===== src/ts_ptm_pkg.sv =====
package ts_ptm_pkg;

   localparam int PID_W   = 13;
   localparam int CC_W    = 4;
   localparam int PCR_W   = 42;
   localparam int CNT_W   = 32;

   localparam int CSR_INDEX_W = 2;
   localparam int CSR_DATA_W  = 13;

   localparam logic [CSR_INDEX_W-1:0] REG_PCR_PID = 2'd0;
   localparam logic [CSR_INDEX_W-1:0] REG_PTS_PID = 2'd1;
   localparam logic [CSR_INDEX_W-1:0] REG_DTS_PID = 2'd2;

   localparam logic [PID_W-1:0] PID_SEL_RESET = '1;

   localparam int NUM_SLOTS = 3;
   localparam int SLOT_W    = 2;
   localparam logic [SLOT_W-1:0] SLOT_PCR = 2'd0;
   localparam logic [SLOT_W-1:0] SLOT_PTS = 2'd1;
   localparam logic [SLOT_W-1:0] SLOT_DTS = 2'd2;

   localparam logic [CNT_W-1:0] PAYLOAD_BYTES = 32'd184;
   localparam logic [CNT_W-1:0] CNT_MAX       = '1;

   localparam int QUEUE_DEPTH = 2;
   localparam int QUEUE_AW    = $clog2(QUEUE_DEPTH);

   typedef struct packed {
      logic [PID_W-1:0] pid;
      logic [CC_W-1:0]  cont_count;
      logic             random_access;
      logic             pcr_present;
      logic [PCR_W-1:0] pcr_value;
      logic             pes_header_present;
      logic             pts_present;
      logic             dts_present;
   } req_item_type;

   typedef struct packed {
      logic [CNT_W-1:0] packet_number;
      logic             cc_error;
      logic             rap_flag;
      logic             pcr_taken;
      logic             pes_started;
      logic [CNT_W-1:0] pes_bytes;
      logic [PCR_W-1:0] pcr_low;
      logic [PCR_W-1:0] pcr_high;
      logic [CNT_W-1:0] pcr_low_index;
      logic [CNT_W-1:0] pcr_high_index;
      logic [CNT_W-1:0] lead_packets;
      logic [CNT_W-1:0] trail_packets;
   } rsp_item_type;

   typedef struct packed {
      logic              is_pcr;
      logic              is_ts;
      logic [SLOT_W-1:0] slot;
      logic              pes_start;
      logic [CC_W-1:0]   cont_count;
      logic              random_access;
      logic              pcr_present;
      logic [PCR_W-1:0]  pcr_value;
   } cls_item_type;

   typedef struct packed {
      logic full;
      logic empty;
   } queue_status_type;

   function automatic logic [CNT_W-1:0] sat_add(input logic [CNT_W-1:0] a,
                                                input logic [CNT_W-1:0] b);
      logic [CNT_W:0] sum;
      sum = {1'b0, a} + {1'b0, b};
      return sum[CNT_W] ? CNT_MAX : sum[CNT_W-1:0];
   endfunction

endpackage


===== src/ts_ptm_req_if.sv =====
interface ts_ptm_req_if;
   logic                     valid;
   logic                     ready;
   ts_ptm_pkg::req_item_type payload;

   modport source (output valid, output payload, input ready);
   modport sink   (input valid, input payload, output ready);
endinterface


===== src/ts_ptm_rsp_if.sv =====
interface ts_ptm_rsp_if;
   logic                     valid;
   logic                     ready;
   ts_ptm_pkg::rsp_item_type payload;

   modport source (output valid, output payload, input ready);
   modport sink   (input valid, input payload, output ready);
endinterface


===== src/ts_ptm_queue.sv =====
module ts_ptm_queue (
   input  logic                             clock,
   input  logic                             reset,
   input  logic                             push,
   input  ts_ptm_pkg::cls_item_type         push_item,
   input  logic                             pop,
   output ts_ptm_pkg::cls_item_type         head_item,
   output ts_ptm_pkg::queue_status_type     status
);

   ts_ptm_pkg::cls_item_type entry_ff [ts_ptm_pkg::QUEUE_DEPTH];

   logic [ts_ptm_pkg::QUEUE_AW-1:0] wr_ptr_ff, wr_ptr_in;
   logic [ts_ptm_pkg::QUEUE_AW-1:0] rd_ptr_ff, rd_ptr_in;
   logic [ts_ptm_pkg::QUEUE_AW:0]   count_ff, count_in;

   always_comb begin
      wr_ptr_in = wr_ptr_ff;
      rd_ptr_in = rd_ptr_ff;
      count_in  = count_ff;
      if (push) begin
         wr_ptr_in = wr_ptr_ff + 1'b1;
      end
      if (pop) begin
         rd_ptr_in = rd_ptr_ff + 1'b1;
      end
      if (push && !pop) begin
         count_in = count_ff + 1'b1;
      end else if (pop && !push) begin
         count_in = count_ff - 1'b1;
      end
   end

   always_ff @(posedge clock) begin
      if (reset) begin
         wr_ptr_ff <= '0;
         rd_ptr_ff <= '0;
         count_ff  <= '0;
      end else begin
         wr_ptr_ff <= wr_ptr_in;
         rd_ptr_ff <= rd_ptr_in;
         count_ff  <= count_in;
      end
   end

   always_ff @(posedge clock) begin
      if (push) begin
         entry_ff[wr_ptr_ff] <= push_item;
      end
   end

   assign head_item    = entry_ff[rd_ptr_ff];
   assign status.full  = (count_ff == (ts_ptm_pkg::QUEUE_AW+1)'(ts_ptm_pkg::QUEUE_DEPTH));
   assign status.empty = (count_ff == '0);

endmodule


===== src/ts_ptm_front.sv =====
module ts_ptm_front (
   input  logic                                    clock,
   input  logic                                    reset,
   input  logic                                    csr_we,
   input  logic [ts_ptm_pkg::CSR_INDEX_W-1:0]      csr_index,
   input  logic [ts_ptm_pkg::CSR_DATA_W-1:0]       csr_wdata,
   ts_ptm_req_if.sink                              req_chan,
   input  ts_ptm_pkg::queue_status_type            queue_status,
   output logic                                    push,
   output ts_ptm_pkg::cls_item_type                push_item
);

   logic [ts_ptm_pkg::PID_W-1:0] pcr_sel_ff, pcr_sel_in;
   logic [ts_ptm_pkg::PID_W-1:0] pts_sel_ff, pts_sel_in;
   logic [ts_ptm_pkg::PID_W-1:0] dts_sel_ff, dts_sel_in;

   logic is_pcr;
   logic is_pts;
   logic is_dts;

   always_comb begin
      pcr_sel_in = pcr_sel_ff;
      pts_sel_in = pts_sel_ff;
      dts_sel_in = dts_sel_ff;
      if (csr_we) begin
         unique case (csr_index)
            ts_ptm_pkg::REG_PCR_PID: pcr_sel_in = csr_wdata[ts_ptm_pkg::PID_W-1:0];
            ts_ptm_pkg::REG_PTS_PID: pts_sel_in = csr_wdata[ts_ptm_pkg::PID_W-1:0];
            ts_ptm_pkg::REG_DTS_PID: dts_sel_in = csr_wdata[ts_ptm_pkg::PID_W-1:0];
            default: ;
         endcase
      end
   end

   always_ff @(posedge clock) begin
      if (reset) begin
         pcr_sel_ff <= ts_ptm_pkg::PID_SEL_RESET;
         pts_sel_ff <= ts_ptm_pkg::PID_SEL_RESET;
         dts_sel_ff <= ts_ptm_pkg::PID_SEL_RESET;
      end else begin
         pcr_sel_ff <= pcr_sel_in;
         pts_sel_ff <= pts_sel_in;
         dts_sel_ff <= dts_sel_in;
      end
   end

   assign is_pcr = (req_chan.payload.pid == pcr_sel_ff);
   assign is_pts = (req_chan.payload.pid == pts_sel_ff);
   assign is_dts = (req_chan.payload.pid == dts_sel_ff);

   // map each distinct PID onto the first slot that carries it
   always_comb begin
      push_item.is_pcr        = is_pcr;
      push_item.is_ts         = is_pts || is_dts;
      push_item.cont_count    = req_chan.payload.cont_count;
      push_item.random_access = req_chan.payload.random_access;
      push_item.pcr_present   = req_chan.payload.pcr_present;
      push_item.pcr_value     = req_chan.payload.pcr_value;
      push_item.pes_start     = req_chan.payload.pes_header_present &&
                                ((req_chan.payload.pts_present && is_pts) ||
                                 (req_chan.payload.dts_present && is_dts));
      if (is_pcr) begin
         push_item.slot = ts_ptm_pkg::SLOT_PCR;
      end else if (is_pts) begin
         push_item.slot = (pts_sel_ff == pcr_sel_ff) ? ts_ptm_pkg::SLOT_PCR
                                                     : ts_ptm_pkg::SLOT_PTS;
      end else if (dts_sel_ff == pcr_sel_ff) begin
         push_item.slot = ts_ptm_pkg::SLOT_PCR;
      end else if (dts_sel_ff == pts_sel_ff) begin
         push_item.slot = ts_ptm_pkg::SLOT_PTS;
      end else begin
         push_item.slot = ts_ptm_pkg::SLOT_DTS;
      end
   end

   assign req_chan.ready = !queue_status.full;
   assign push           = req_chan.valid && !queue_status.full;

endmodule


===== src/ts_ptm_back.sv =====
module ts_ptm_back (
   input  logic                          clock,
   input  logic                          reset,
   input  ts_ptm_pkg::cls_item_type      head_item,
   input  ts_ptm_pkg::queue_status_type  queue_status,
   output logic                          pop,
   ts_ptm_rsp_if.source                  rsp_chan
);

   logic [ts_ptm_pkg::CC_W-1:0]  cc_slot_ff [ts_ptm_pkg::NUM_SLOTS];
   logic [ts_ptm_pkg::CC_W-1:0]  cc_slot_in [ts_ptm_pkg::NUM_SLOTS];
   logic [ts_ptm_pkg::CNT_W-1:0] pkt_cnt_ff, pkt_cnt_in;
   logic [ts_ptm_pkg::PCR_W-1:0] min_pcr_ff, min_pcr_in;
   logic [ts_ptm_pkg::PCR_W-1:0] max_pcr_ff, max_pcr_in;
   logic [ts_ptm_pkg::CNT_W-1:0] min_idx_ff, min_idx_in;
   logic [ts_ptm_pkg::CNT_W-1:0] max_idx_ff, max_idx_in;
   logic [ts_ptm_pkg::CNT_W-1:0] lead_ff, lead_in;
   logic [ts_ptm_pkg::CNT_W-1:0] trail_ff, trail_in;
   logic                         seen_ff, seen_in;
   logic                         pes_open_ff, pes_open_in;
   logic [ts_ptm_pkg::CNT_W-1:0] pes_len_ff, pes_len_in;

   logic                     rsp_valid_ff, rsp_valid_in;
   ts_ptm_pkg::rsp_item_type rsp_data_ff, rsp_data_in;

   logic [ts_ptm_pkg::CC_W-1:0] last_cc;
   logic                        monitored;
   logic                        cc_err;

   assign pop = !queue_status.empty && (!rsp_valid_ff || rsp_chan.ready);

   assign monitored = head_item.is_pcr || head_item.is_ts;

   always_comb begin
      last_cc = '0;
      for (int i = 0; i < ts_ptm_pkg::NUM_SLOTS; i++) begin
         if (head_item.slot == ts_ptm_pkg::SLOT_W'(i)) begin
            last_cc = cc_slot_ff[i];
         end
      end
   end

   assign cc_err = (head_item.cont_count != ts_ptm_pkg::CC_W'(last_cc + 1'b1)) &&
                   (head_item.cont_count != last_cc);

   always_comb begin
      for (int i = 0; i < ts_ptm_pkg::NUM_SLOTS; i++) begin
         cc_slot_in[i] = cc_slot_ff[i];
         if (monitored && head_item.slot == ts_ptm_pkg::SLOT_W'(i)) begin
            cc_slot_in[i] = head_item.cont_count;
         end
      end
      min_pcr_in  = min_pcr_ff;
      max_pcr_in  = max_pcr_ff;
      min_idx_in  = min_idx_ff;
      max_idx_in  = max_idx_ff;
      lead_in     = lead_ff;
      trail_in    = trail_ff;
      seen_in     = seen_ff;
      pes_open_in = pes_open_ff;
      pes_len_in  = pes_len_ff;
      pkt_cnt_in  = ts_ptm_pkg::sat_add(pkt_cnt_ff, ts_ptm_pkg::CNT_W'(1));

      if (head_item.is_pcr) begin
         if (head_item.pcr_present) begin
            seen_in  = 1'b1;
            trail_in = '0;
            if (head_item.pcr_value < min_pcr_ff) begin
               min_pcr_in = head_item.pcr_value;
               min_idx_in = pkt_cnt_ff;
            end
            if (head_item.pcr_value > max_pcr_ff) begin
               max_pcr_in = head_item.pcr_value;
               max_idx_in = pkt_cnt_ff;
            end
         end else begin
            if (!seen_ff) begin
               lead_in = ts_ptm_pkg::sat_add(lead_ff, ts_ptm_pkg::CNT_W'(1));
            end
            trail_in = ts_ptm_pkg::sat_add(trail_ff, ts_ptm_pkg::CNT_W'(1));
         end
      end

      if (head_item.is_ts) begin
         if (head_item.pes_start) begin
            pes_open_in = 1'b1;
            pes_len_in  = ts_ptm_pkg::PAYLOAD_BYTES;
         end else if (pes_open_ff) begin
            pes_len_in = ts_ptm_pkg::sat_add(pes_len_ff, ts_ptm_pkg::PAYLOAD_BYTES);
         end
      end
   end

   always_comb begin
      rsp_data_in.packet_number  = pkt_cnt_ff;
      rsp_data_in.cc_error       = monitored && cc_err;
      rsp_data_in.rap_flag       = monitored && head_item.random_access;
      rsp_data_in.pcr_taken      = head_item.is_pcr && head_item.pcr_present;
      rsp_data_in.pes_started    = head_item.is_ts && head_item.pes_start;
      rsp_data_in.pes_bytes      = pes_len_in;
      rsp_data_in.pcr_low        = min_pcr_in;
      rsp_data_in.pcr_high       = max_pcr_in;
      rsp_data_in.pcr_low_index  = min_idx_in;
      rsp_data_in.pcr_high_index = max_idx_in;
      rsp_data_in.lead_packets   = lead_in;
      rsp_data_in.trail_packets  = trail_in;
   end

   always_comb begin
      rsp_valid_in = rsp_valid_ff;
      if (pop) begin
         rsp_valid_in = 1'b1;
      end else if (rsp_chan.ready) begin
         rsp_valid_in = 1'b0;
      end
   end

   always_ff @(posedge clock) begin
      if (reset) begin
         for (int i = 0; i < ts_ptm_pkg::NUM_SLOTS; i++) begin
            cc_slot_ff[i] <= '0;
         end
         pkt_cnt_ff   <= '0;
         min_pcr_ff   <= '1;
         max_pcr_ff   <= '0;
         min_idx_ff   <= '1;
         max_idx_ff   <= '0;
         lead_ff      <= '0;
         trail_ff     <= '0;
         seen_ff      <= 1'b0;
         pes_open_ff  <= 1'b0;
         pes_len_ff   <= '0;
         rsp_valid_ff <= 1'b0;
      end else begin
         rsp_valid_ff <= rsp_valid_in;
         if (pop) begin
            for (int i = 0; i < ts_ptm_pkg::NUM_SLOTS; i++) begin
               cc_slot_ff[i] <= cc_slot_in[i];
            end
            pkt_cnt_ff  <= pkt_cnt_in;
            min_pcr_ff  <= min_pcr_in;
            max_pcr_ff  <= max_pcr_in;
            min_idx_ff  <= min_idx_in;
            max_idx_ff  <= max_idx_in;
            lead_ff     <= lead_in;
            trail_ff    <= trail_in;
            seen_ff     <= seen_in;
            pes_open_ff <= pes_open_in;
            pes_len_ff  <= pes_len_in;
         end
      end
   end

   always_ff @(posedge clock) begin
      if (pop) begin
         rsp_data_ff <= rsp_data_in;
      end
   end

   assign rsp_chan.valid   = rsp_valid_ff;
   assign rsp_chan.payload = rsp_data_ff;

endmodule


===== src/ts_packet_timing_monitor.sv =====
// Channel    Direction  Handshake          Payload
// req_chan   in         valid/ready        one parsed transport packet header
// rsp_chan   out        valid/ready        one monitor result per header
// csr_*      in         write enable only  PID selectors, index 0..2
//
// One header per cycle sustained while rsp ready stays high; a result is presented
// from the result register once its header has passed through the two-entry
// classify queue and been popped, and leaves at the first edge with rsp ready high.
// Throughput is set by the state update in the back end, which runs once per pop.
// Synchronous active-high reset clears selectors to 8191 and all monitor state.
// A stalled result holds the back end; the queue then fills and drops req ready.
module ts_packet_timing_monitor (
   input  logic                               clock,
   input  logic                               reset,
   input  logic                               csr_we,
   input  logic [ts_ptm_pkg::CSR_INDEX_W-1:0] csr_index,
   input  logic [ts_ptm_pkg::CSR_DATA_W-1:0]  csr_wdata,
   ts_ptm_req_if.sink                         req_chan,
   ts_ptm_rsp_if.source                       rsp_chan
);

   logic                         push;
   logic                         pop;
   ts_ptm_pkg::cls_item_type     push_item;
   ts_ptm_pkg::cls_item_type     head_item;
   ts_ptm_pkg::queue_status_type queue_status;

   ts_ptm_front u_front (
      .clock        (clock),
      .reset        (reset),
      .csr_we       (csr_we),
      .csr_index    (csr_index),
      .csr_wdata    (csr_wdata),
      .req_chan     (req_chan),
      .queue_status (queue_status),
      .push         (push),
      .push_item    (push_item)
   );

   ts_ptm_queue u_queue (
      .clock     (clock),
      .reset     (reset),
      .push      (push),
      .push_item (push_item),
      .pop       (pop),
      .head_item (head_item),
      .status    (queue_status)
   );

   ts_ptm_back u_back (
      .clock        (clock),
      .reset        (reset),
      .head_item    (head_item),
      .queue_status (queue_status),
      .pop          (pop),
      .rsp_chan     (rsp_chan)
   );

endmodule


===== src/flat_wrapper.sv =====
// flat-port wrapper written by rule: the top's interface ports become plain ports
module ts_packet_timing_monitor_flat 
  (clock, reset, csr_we, csr_index, csr_wdata, req_chan_valid, req_chan_payload, req_chan_ready, rsp_chan_valid, rsp_chan_payload, rsp_chan_ready);
  ts_ptm_req_if req_chan_i ();
  ts_ptm_rsp_if rsp_chan_i ();
  input  logic clock;
  input  logic reset;
  input  logic csr_we;
  input  logic [ts_ptm_pkg::CSR_INDEX_W-1:0] csr_index;
  input  logic [ts_ptm_pkg::CSR_DATA_W-1:0] csr_wdata;
  input wire logic [$bits(req_chan_i.valid)-1:0] req_chan_valid;
  input wire logic [$bits(req_chan_i.payload)-1:0] req_chan_payload;
  output wire logic [$bits(req_chan_i.ready)-1:0] req_chan_ready;
  output wire logic [$bits(rsp_chan_i.valid)-1:0] rsp_chan_valid;
  output wire logic [$bits(rsp_chan_i.payload)-1:0] rsp_chan_payload;
  input wire logic [$bits(rsp_chan_i.ready)-1:0] rsp_chan_ready;
  assign req_chan_i.valid = req_chan_valid;
  assign req_chan_i.payload = req_chan_payload;
  assign req_chan_ready = req_chan_i.ready;
  assign rsp_chan_valid = rsp_chan_i.valid;
  assign rsp_chan_payload = rsp_chan_i.payload;
  assign rsp_chan_i.ready = rsp_chan_ready;
  ts_packet_timing_monitor u_core (.clock(clock), .reset(reset), .csr_we(csr_we), .csr_index(csr_index), .csr_wdata(csr_wdata), .req_chan(req_chan_i), .rsp_chan(rsp_chan_i));
endmodule

===== config.mk =====
export PLATFORM = sky130hd
export DESIGN_NAME = ts_packet_timing_monitor_flat
export DESIGN_NICKNAME = d
export VERILOG_FILES = /design/src/ts_ptm_pkg.sv /design/src/ts_ptm_req_if.sv /design/src/ts_ptm_rsp_if.sv /design/src/ts_ptm_queue.sv /design/src/ts_ptm_front.sv /design/src/ts_ptm_back.sv /design/src/ts_packet_timing_monitor.sv /design/src/flat_wrapper.sv
export SDC_FILE = /design/constraint.sdc
export NUM_CORES = 1
export LEC_CHECK = 0
export BUFFER_PORTS_ARGS = -buffer_cell sky130_fd_sc_hd__buf_2
export CORE_MARGIN = 3
export CORE_UTILIZATION = 34
export DETAILED_ROUTE_END_ITERATION = 12
export GPL_ROUTABILITY_DRIVEN = 1
export PLACE_DENSITY = 0.52
export SLEW_MARGIN = 20
export SYNTH_ARGS = -nofsm -noshare
export SYNTH_HDL_FRONTEND = slang
export SYNTH_SLANG_ARGS = --single-unit
export TNS_END_PERCENT = 1

===== constraint.sdc =====
create_clock -name clock -period 23.4 [get_ports clock]
set_input_delay 2.34 -clock clock [delete_from_list [all_inputs] [get_ports clock]]
set_output_delay 2.34 -clock clock [all_outputs]
set_load 0.005 [all_outputs]

==> qor.txt <==
Initial Utilization: 0.3452
RSZ-0062 raised after global routing: no
Worst Tran Pin Value: 1.107 ns
Hold Crit Class: reg -> reg
Max Fclk: 0.1764 GHz
Final setup fails: 0
Total gr overflow: 0
Worst setup EP type: flop
Most used DFF post-synth: edfxtp_1
WHS Endpoint: u_core.u_back.min_idx_ff[20]
Hold slack: 0.4601 ns
I/O Pins: 366
Status: complete, no violations
Die X-Extent: 317.5 um
Post-synthesis cell type count: 73
Most area-consuming cells after synthesis: edfxtp_1 (36%), dfxtp_1 (20%), mux2_2 (6.8%), a21oi_1 (4.1%), ha_1 (3.4%)
P&R area growth vs syn: 17.31%
Area leader, netlist: edfxtp_1
Period utilization: 0.2422
Crit path kind: reg -> reg
Seq cells post-synth: 721
Leak pwr: 14.70 nW
WP data arrival: 6.06 ns
Layout cell share with drive strength beyond 1: 0.2219
Internal: 2.925 mW
Mapped Cells: 3032
Largest net degree at the start of global routing: 122
Remaining DRCs: 0
Worst r2r path cells: 10
Placed cells: 4504
Vias post-DR: 24320
EDFF count, synth: 398
Comb power frac: 0.292
Reg-to-Reg End: u_core.u_back.rsp_chan.payload[67]
Root buffer cell: clkbuf_16
Post-CTS setup buffers: 0
Vias/cell: 5.215
Yosys warning total: 0
Worst Skew: 0.03398 ns
CTS clk-pin slew, worst paths: 0.06 ns
CTS H-tree depth: 3
Syn Nets: 3205
Clock sink total: 721
Clk buf depth: 3
Tmin final: 5.668 ns
Reg power frac: 0.421
HPWL Detailed: 62190 um
First-pass GRT wire length: 145600 um
Global placer's final weighted congestion: 0.8295
WL/cell: 20.44 um
DP Area: 0.03601 mm2
Pwr dens: 115.5 mW/mm2
CTS Buf Count: 83
Async S/R FF share, synth: 0
Clock network fraction of design power: 0.287
Die footprint: 0.1008 mm2
Worst vdd rail ir drop: 0.09278 mV
Global Route Usage Sum: 0.1828
Skew-Pair Late Insertion Delay: 0.66 ns
Worst EP required: 23.79 ns
ANT nets after route: 0
Sw Share: 0.3456
Register area share after synthesis: 0.5582
Hold depth: 1
CTS tree: built
Hold Violations, Final: 0
Post-CTS Hold Fix Bufs: 0
Commonest cells in the netlist: edfxtp_1 (398), dfxtp_1 (323), a21oi_1 (273)
Cell with the most instances after synthesis: edfxtp_1
CP max FO: 44
Setup TNS Final: 0 ns
Fin area: 0.03871 mm2
Area of the mapped netlist: 0.03300 mm2
Yosys top cell area share: 0.3622
Max Cap Viol: 0
Switching pwr: 1.545 mW
DR pass1 iterations: 6
Rows: 113
Number of nets in the layout: 3497
Slew HR: 0.2556
Worst reg2reg setup slack: 17.73 ns
Fin. max-slew vios: 0
Post_cts resized: 0
Die height: 317.5 um
HP Start: u_core.u_back.min_idx_ff[20]
Post-Layout Cell Count: 4663
Wirelength, routed: 95320 um
Starting DRT DRC Count: 1861
Vias in the first global route: 23250
Initial antenna violation count: 16
Avg Inst Size Synth: 10.88 um2
Number of buffers added on ports: 365
Total core area: 0.09558 mm2
Crit path launch type: flop
-- metrics by stage --
step | utilization | total power, mW | setup WS (ns)
2_1_floorplan | - | 2.731 | 11.99
3_3_place_gp | 0.3767 | 3.231 | 17.72
3_5_place_dp | 0.3767 | 3.228 | 17.62
4_1_cts | 0.4049 | 4.540 | 17.62
5_1_grt | 0.4050 | 4.727 | 17.38
6_report | 0.4050 | 4.469 | 17.73
-- power by group through the flow --
stage / combinational, mW / clock [mW] / sequential [mW]
6_report: 1.30 / 1.28 / 1.88
3_5_place_dp: 1.32 / 0 / 1.91
2_1_floorplan: 0.780 / 0 / 1.95
4_1_cts: 1.33 / 1.32 / 1.89
3_3_place_gp: 1.31 / 0 / 1.92
5_1_grt: 1.44 / 1.38 / 1.91
-- logic make-up (layout without fill, tap and decap cells) --
kind of cell,count (synthesis),count (layout),share of synthesized area
compound gates,633,633,0.1173
flops,721,721,0.5582
fa+ha+maj,89,89,0.03375
buf+inv,300,661,0.03534
simple gates,897,897,0.1340
other cells,0,5,0
xor+xnor,137,137,0.03637
mux,255,255,0.08502
-- area by class of cell --
| cell class | instances | area [um2] |
|---|---|---|
| diodes | 5 | 12.51 |
| clock buffers | 113 | 2282 |
| clock inverters | 41 | 405.4 |
| fillers | 9348 | 56870 |
| inverters | 112 | 427.9 |
| multi-input cells | 2011 | 13510 |
| flip-flops and latches | 721 | 18420 |
| well taps | 1265 | 1583 |
| repair buffers | 395 | 2062 |
-- critical path, stage by stage (launching register included) --
cell and delay, ns:
dfxtp_4 0.69, buf_4 0.55, mux2_2 0.46, ha_1 0.31, nand4_1 0.17, nor4_1 0.55, a21boi_0 0.48, a211oi_4 0.13
nor2_4 0.84, buf_4 0.72, mux2_2 0.42
-- flip-flops by register name, indices dropped and copies added, names as in the netlist, 2 cells and up, named ones only --
name	flops
u_core.u_back.min_idx_ff	32
u_core.u_back.rsp_chan.payload	280
u_core.u_back.max_pcr_ff	42
u_core.u_back.min_pcr_ff	42
u_core.u_front.pcr_sel_ff	13
u_core.u_back.cc_slot_ff	12
u_core.u_queue.count_ff	2
u_core.u_back.pkt_cnt_ff	32
u_core.u_back.max_idx_ff	32
u_core.u_queue.entry_ff	106
u_core.u_front.pts_sel_ff	13
u_core.u_back.lead_ff	32
u_core.u_back.pes_len_ff	32
u_core.u_back.trail_ff	32
u_core.u_front.dts_sel_ff	13
-- layout by cell type (no fill, tap or decap), types with 53 or more instances in the layout --
master / n
nand3_1: 92
ha_1: 89
nand2_1: 210
mux2i_1: 53
nor2_1: 213
a21oi_1: 273
xnor2_1: 61
edfxtp_1: 398
xor2_1: 76
mux2_2: 199
and3_1: 68
clkbuf_16: 85
nor3_1: 122
buf_2: 364
dfxtp_1: 322
a211o_1: 56
inv_1: 111
o21ai_0: 125
-- metal layers --
layer	GRT usage	vias up	routed length, um
li1	-	11720	-
met1	0.2531	11790	43430
met2	0.2903	680	43770
met5	0	-	11
met4	0.05936	2	2509
met3	0.03167	128	5600
-- worst max-delay path by stage --
stage	cells past startpoint	slack, ns	startpoint	endpoint
2_1_floorplan	6	11.99	rsp_chan_ready	u_core.u_back.pes_len_ff[29]
3_3_place_gp	11	17.72	flop	u_core.u_back.rsp_chan.payload[92]
3_5_place_dp	11	17.62	flop	u_core.u_back.rsp_chan.payload[73]
4_1_cts	11	17.62	flop	u_core.u_back.rsp_chan.payload[73]
5_1_grt	10	17.38	flop	u_core.u_back.rsp_chan.payload[67]
6_report	10	17.73	flop	u_core.u_back.rsp_chan.payload[67]
No activity file was read; power rests on OpenSTA's default activity.
